## src/hw/rtl/mtrg_pkg.sv

```systemverilog
// ----------------------------------------------------------------------------
// mtrg_pkg
// Shared constants, types and the tempering helper function of the MT19937 generator.
// ----------------------------------------------------------------------------
package mtrg_pkg;

   localparam int STATE_WORDS    = 624;
   localparam int TAP_OFFSET     = 397;
   localparam int WORD_WIDTH     = 32;
   localparam int IDX_WIDTH      = $clog2(STATE_WORDS);
   localparam int POS_WIDTH      = $clog2(STATE_WORDS + 1);
   localparam int CSR_ADDR_WIDTH = 3;
   localparam int CSR_DATA_WIDTH = 32;
   localparam int REQ_DATA_WIDTH = 8;

   localparam logic [CSR_ADDR_WIDTH-1:0] CSR_SEED_ADDR = CSR_ADDR_WIDTH'(0);

   localparam logic [WORD_WIDTH-1:0] SEED_RESET   = 32'd5489;
   localparam logic [WORD_WIDTH-1:0] SEED_MULT    = 32'd1812433253;
   localparam logic [WORD_WIDTH-1:0] TWIST_MATRIX = 32'h9908B0DF;
   localparam logic [WORD_WIDTH-1:0] TEMPER_B     = 32'h9D2C5680;
   localparam logic [WORD_WIDTH-1:0] TEMPER_C     = 32'hEFC60000;

   localparam logic [IDX_WIDTH-1:0] LAST_INDEX = IDX_WIDTH'(STATE_WORDS - 1);
   localparam logic [IDX_WIDTH-1:0] TAP_FWD    = IDX_WIDTH'(TAP_OFFSET);
   localparam logic [IDX_WIDTH-1:0] TAP_BACK   = IDX_WIDTH'(STATE_WORDS - TAP_OFFSET);
   localparam logic [POS_WIDTH-1:0] POS_END    = POS_WIDTH'(STATE_WORDS);

   typedef struct packed {
      logic seed_init;
      logic seed_mul;
      logic seed_add;
      logic tw_prime;
      logic tw_capture;
      logic tw_issue;
      logic tw_write;
      logic deliver;
   } mtrg_cmd_type;

   typedef struct packed {
      logic idx_last;
      logic pos_end;
      logic out_busy;
   } mtrg_status_type;

   function automatic logic [WORD_WIDTH-1:0] temper(input logic [WORD_WIDTH-1:0] x);
      logic [WORD_WIDTH-1:0] y;
      y = x ^ (x >> 11);
      y = y ^ ((y << 7) & TEMPER_B);
      y = y ^ ((y << 15) & TEMPER_C);
      y = y ^ (y >> 18);
      return y;
   endfunction

endpackage

```

## src/hw/rtl/mtrg_ctrl.sv

```systemverilog
// ----------------------------------------------------------------------------
// mtrg_ctrl
// Sequencer for seeding, store twist and word fetch of the generator.
// ----------------------------------------------------------------------------
module mtrg_ctrl (
   input  logic                     clock,
   input  logic                     reset,
   input  logic                     req_tvalid,
   input  logic                     req_request,
   output logic                     req_tready,
   input  logic                     seed_write,
   input  mtrg_pkg::mtrg_status_type status,
   output mtrg_pkg::mtrg_cmd_type   cmd
);

   typedef enum logic [9:0] {
      ST_SEED_INIT  = 10'b0000000001,
      ST_SEED_MUL   = 10'b0000000010,
      ST_SEED_ADD   = 10'b0000000100,
      ST_IDLE       = 10'b0000001000,
      ST_TW_PRIME   = 10'b0000010000,
      ST_TW_CAPTURE = 10'b0000100000,
      ST_TW_ISSUE   = 10'b0001000000,
      ST_TW_WRITE   = 10'b0010000000,
      ST_FETCH      = 10'b0100000000,
      ST_DELIVER    = 10'b1000000000
   } state_type;

   state_type state_ff;
   state_type state_in;

   assign req_tready = (state_ff == ST_IDLE);

   always_comb begin
      state_in = state_ff;
      cmd      = '0;
      unique case (state_ff)
         ST_SEED_INIT: begin
            cmd.seed_init = 1'b1;
            state_in      = ST_SEED_MUL;
         end
         ST_SEED_MUL: begin
            cmd.seed_mul = 1'b1;
            state_in     = ST_SEED_ADD;
         end
         ST_SEED_ADD: begin
            cmd.seed_add = 1'b1;
            state_in     = status.idx_last ? ST_IDLE : ST_SEED_MUL;
         end
         ST_IDLE: begin
            if (req_tvalid && req_request) begin
               state_in = status.pos_end ? ST_TW_PRIME : ST_FETCH;
            end
         end
         ST_TW_PRIME: begin
            cmd.tw_prime = 1'b1;
            state_in     = ST_TW_CAPTURE;
         end
         ST_TW_CAPTURE: begin
            cmd.tw_capture = 1'b1;
            state_in       = ST_TW_ISSUE;
         end
         ST_TW_ISSUE: begin
            cmd.tw_issue = 1'b1;
            state_in     = ST_TW_WRITE;
         end
         ST_TW_WRITE: begin
            cmd.tw_write = 1'b1;
            state_in     = status.idx_last ? ST_FETCH : ST_TW_ISSUE;
         end
         ST_FETCH: begin
            state_in = ST_DELIVER;
         end
         ST_DELIVER: begin
            if (!status.out_busy) begin
               cmd.deliver = 1'b1;
               state_in    = ST_IDLE;
            end
         end
         default: begin
            state_in = ST_SEED_INIT;
         end
      endcase
      if (seed_write) begin
         state_in = ST_SEED_INIT;
      end
   end

   always_ff @(posedge clock) begin
      if (reset) begin
         state_ff <= ST_SEED_INIT;
      end else begin
         state_ff <= state_in;
      end
   end

endmodule

```

## config.mk

```make
export PLATFORM = sky130hd
export DESIGN_NAME = mtrg_ctrl
export DESIGN_NICKNAME = d
export VERILOG_FILES = /design/src/hw/rtl/mtrg_pkg.sv /design/src/hw/rtl/mtrg_ctrl.sv
export SDC_FILE = /design/constraint.sdc
export NUM_CORES = 1
export LEC_CHECK = 0
export BUFFER_PORTS_ARGS = -buffer_cell sky130_fd_sc_hd__buf_2
export CORE_MARGIN = 2
export CORE_UTILIZATION = 54
export CTS_CLUSTER_DIAMETER = 120
export CTS_CLUSTER_SIZE = 28
export DETAILED_ROUTE_END_ITERATION = 7
export GPL_ROUTABILITY_DRIVEN = 0
export PLACE_DENSITY = 0.87
export RECOVER_POWER = 50
export SLEW_MARGIN = 30
export SYNTH_ARGS = -nofsm -noshare
export SYNTH_HDL_FRONTEND = slang
export SYNTH_SLANG_ARGS = --single-unit
```

## constraint.sdc

```tcl
create_clock -name clock -period 3.5 [get_ports clock]
set_input_delay 0.175 -clock clock [delete_from_list [all_inputs] [get_ports clock]]
set_output_delay 0.175 -clock clock [all_outputs]
set_load 0.03 [all_outputs]
```

**After elaboration in Yosys (flattened, before gate mapping)**

Index checks and enable logic that the tools add are counted.

- Reduce and logical (&&, ||, !) cells: 3
- Equality and inequality tests: 12
- Multiplexer cells: 15

Operators by type and width:

| kind | count |
|---|---|
| $pmux 10 s10 | 1 |
| $mux 10 | 2 |
| $mux 9 | 2 |
| $eq 10x1->1 const B | 1 |
| $eq 10x10->1 const B | 1 |
| $eq 10x2->1 const B | 1 |
| $eq 10x3->1 const B | 1 |
| $eq 10x4->1 const B | 1 |
| $eq 10x5->1 const B | 1 |
| $eq 10x6->1 const B | 1 |
| $eq 10x7->1 const B | 1 |
| $eq 10x8->1 const B | 1 |
| $eq 10x9->1 const B | 1 |
| $mux 1 | 9 |
| $mux 4 | 1 |
| $ne 2x1->1 const B | 1 |
| $ne 2x2->1 const B | 1 |
| $reduce_and 2->1 | 1 |
| $reduce_or 2->1 | 1 |
| $logic_and 1x1->1 | 1 |

- Output and inout port bits: 9
- Logic and storage cells: 31
- Bits of input ports: 8
- Bits in registers: 10

**Logic depth before layout (Yosys ltp)**

- Depth in word-level cells: 3
- Depth in mapped cells: 5
- Gate-level depth less buffers: 4

**Least setup slack after synthesis**

Ideal clock, no wire load.

- Kind: flip-flop to output port
- From: register state_ff[9]
- To: output port cmd[5] (netlist name)
- Arrival: 1.631 ns
- Data required time: 3.325 ns
- Path buffers: 1
- Cell stages (with the launch flop): 5
- Setup slack: 1.694 ns
- Path through: dfxtp_1 buf_4 nor4_4 nand2_1 nor3b_1

RTL lines:

| element | RTL line | source |
|---|---|---|
| from (decl) | mtrg_ctrl.sv:29 | `state_type state_ff;` |
| from (signal assigned) | mtrg_ctrl.sv:93 | `state_ff <= state_in;` |
| to (decl) | mtrg_ctrl.sv:13 | `output mtrg_pkg::mtrg_cmd_type cmd` |

==> metrics.md <==
| Metric | Value |
|---|---|
| Clk slew on worst S/H paths | 0.07 ns |
| Detailed Place HPWL | 1090 um |
| Max IR drop VDD | 0.251 mV |
| Synthesis-stage register bit count | 10 |
| Initial DRT Pass Iterations | 4 |
| Pin slew with the least headroom to its limit | 0.900 ns |
| Most frequent cell after synthesis | dfxtp_1 |
| P&R area growth vs syn | 6.95% |
| Count of boundary I/O pins | 17 |
| Proportion of register bits with asynchronous set or reset after synthesis | 0% |
| Slew Limit Headroom | 39.4% |
| First element of the critical path | state_ff[4] |
| Maximum clock skew at final layout | 0.00646 ns |
| Final wirelength | 1450 um |
| Slew Viols, Final | 0 |
| Number of flops mapped to enable cells by yosys | 0 |
| Starting density of the core | 60.7% |
| Detail-routed via count per cell | 5.48 |
| Number of buffers inserted during clock tree synthesis | 3 |
| Clock root buffer | clkbuf_4 |
| R2r startpoint | state_ff[4] |
| Clock latency at the later pin of the worst-skew pair | 0.28 ns |
| Largest net degree at the start of global routing | 10 |
| Vertical extent of the die | 40.1 um |
| Endpoint class of the critical path | output port |
| Leak | 0.312 nW |
| Worst setup path class | register to output port |
| Max-Cap Viols | 0 |
| Sequential cell area | 200 um2 |
| Post-CTS resize count | 0 |
| Final count of negative-setup-slack endpoints | 0 |
| Longest Clk Path Bufs | 2 |
| Antenna violations before repair | 0 |
| CP Data Required Time | 3.32 ns |
| Top cells by area, synth | dfxtp_1 29%, nor4_4 9.1%, nor3b_2 8.9% |
| DRT iter0 DRCs | 11 |
| Crit Path Max Fanout | 6 |
| Most instantiated cells after synthesis | 10 x dfxtp_1, 7 x nand2_1, 6 x o21ai_0, 5 x nor2_1, 5 x nor3b_2 |
| Count of distinct cell types in the synthesized netlist | 33 |
| # port buffers | 16 |
| Post-route minimum period | 2.39 ns |
| DR WL/cell | 13.4 um |
| Area of combinational cells with multiple inputs | 413 um2 |
| Setup repair after global routing missed its margin | no |
| Total chip power | 0.255 mW |
| Power density over cell area | 340 nW/um2 |
| Floorplan core area | 1160 um2 |
| Sequential share of the synthesized area | 28.5% |
| Final Hold Violating Endpoints | 0 |
| Mapped Avg Cell Area | 9.24 um2 |
| Sum of overflow across all layers after global routing | 0 |
| Reg-to-Reg End | state_ff[1] |
| Number of standard-cell rows in the floorplan | 12 |
| Final nets | 103 |
| Post-route standard cell area excluding fillers | 751 um2 |
| Die Wd | 40.1 um |
| Layout cell share with drive strength beyond 1 | 29.8% |
| Placed cell areas | 785 um2 |
| First-pass GRT wire length | 2250 um |
| R2r setup slk | 1.51 ns |
| Crit path DAT | 2.22 ns |
| CP Capture Point | cmd[0] |
| Syn Std Cell Area | 702 um2 |
| Ys flop type | dfxtp_1 |
| Antenna Diode Count | 0 |
| CP Launch Type | register |
| Synth Net Count | 84 |
| Share of Yosys cell area claimed by the top area cell type | 28.5% |
| Worst r2r path cells | 4 |
| Number of global-route vias before repair | 505 |
| Number of post-CTS setup repair buffers | 0 |
| Achievable frequency | 0.418 GHz |
| Number of flip-flops under the largest register name | 10 |
| Syn Inst Count | 76 |
| Final clock period utilization by the worst path | 68.4% |
| Result of the run | complete, no violations |
| Biggest register | state_ff |
| TritonCTS clock tree | yes |
| CTS sink count | 10 |
| Overall routing resource usage | 22.4% |
| Hold Path Class | input port to register |
| Final TNS setup | 0 ns |
| Number of hold buffers added after CTS | 0 |
| Number of instances on the worst hold path | 3 |
| Total number of yosys warnings | 0 |
| Routed via count | 592 |
| Layout fillers | 101 |
| Number of H-tree levels | 1 |
| Remaining routing DRC violations | 0 |
| Number of nets with antenna violations after routing | 0 |
| Total Die Area | 1600 um2 |
| Library cell with the largest summed area after synthesis | dfxtp_1 |
| Top flop regs | state_ff: 10 flops |
==> critical path, cell delays in order, from the launching register on <==
cell and delay, ns:
dfxtp_1 0.35, nor4_1 0.80, nand2_2 0.12, nor4b_1 0.39, buf_2 0.27
==> metal layers <==
layer	GRT usage, %	routed length (um)	vias to the layer above	share of wire, %
met1	30.5	728	259	50
li1	-	-	313	-
met2	31.9	606	18	42
met3	6.67	88	2	6.1
met5	0	0	-	0
met4	10.3	25	0	1.7
==> worst min path at each step <==
stage                         start     endpoint  slack [ns]
final                     status[1]  state_ff[4]        0.14
after global routing      status[1]  state_ff[4]        0.15
after CTS                 status[1]  state_ff[4]        0.14
after detailed placement  status[1]  state_ff[4]        0.44
after global placement    status[1]  state_ff[4]        0.44
after floorplan           status[1]  state_ff[4]        0.31
==> area by class of cell <==
| type | count | area share (%) |
|---|---|---|
| Timing Repair Buffer | 16 | 10.7 |
| Clock buffer | 4 | 4.83 |
| Inverter | 1 | 0.500 |
| Tap cell | 14 | 2.33 |
| Multi-Input combinational cell | 63 | 55.0 |
| Sequential cell | 10 | 26.7 |
==> layout by cell type (no fill, tap or decap), types with 2 or more instances in the layout <==
cell type	netlist	final
nor4_1	0	3
dfxtp_1	10	10
nor2b_1	2	2
nor4b_1	1	2
nor3b_2	5	4
nand3_1	3	3
clkbuf_4	1	3
o21ai_0	6	6
nor3b_1	1	2
nand2_1	7	7
o21a_1	3	3
and2_1	3	3
nor3_1	3	4
nand3b_1	2	2
xor2_1	3	3
nor2_1	5	5
buf_2	0	16
==> metrics by stage <==
stage	utilization, %	hold slack [ns]	std cells	setup slack, ns
3_3_place_gp	67.9	0.442	104	1.94
4_1_cts	71.0	0.144	108	1.59
3_5_place_dp	67.9	0.438	104	1.90
2_1_floorplan	-	0.308	76	1.69
6_report	64.9	0.144	108	1.11
5_1_grt	64.9	0.153	108	0.915
==> where the power goes <==
group	internal [mW]	switching, mW	total [mW]	leakage (nW)
sequential	0.115	0.00256	0.118	0.0810
clock	0.0634	0.0475	0.111	0.0210
combinational	0.0107	0.0160	0.0266	0.210
==> kinds of logic after synthesis <==
group / Yosys count / synth area share (%)
simple gates: 46 / 52.4
compound gates: 14 / 12.7
flops: 10 / 28.5
xor+xnor: 3 / 3.74
buf+inv: 3 / 2.67
Note: power is estimated with default switching activity, not from simulation.
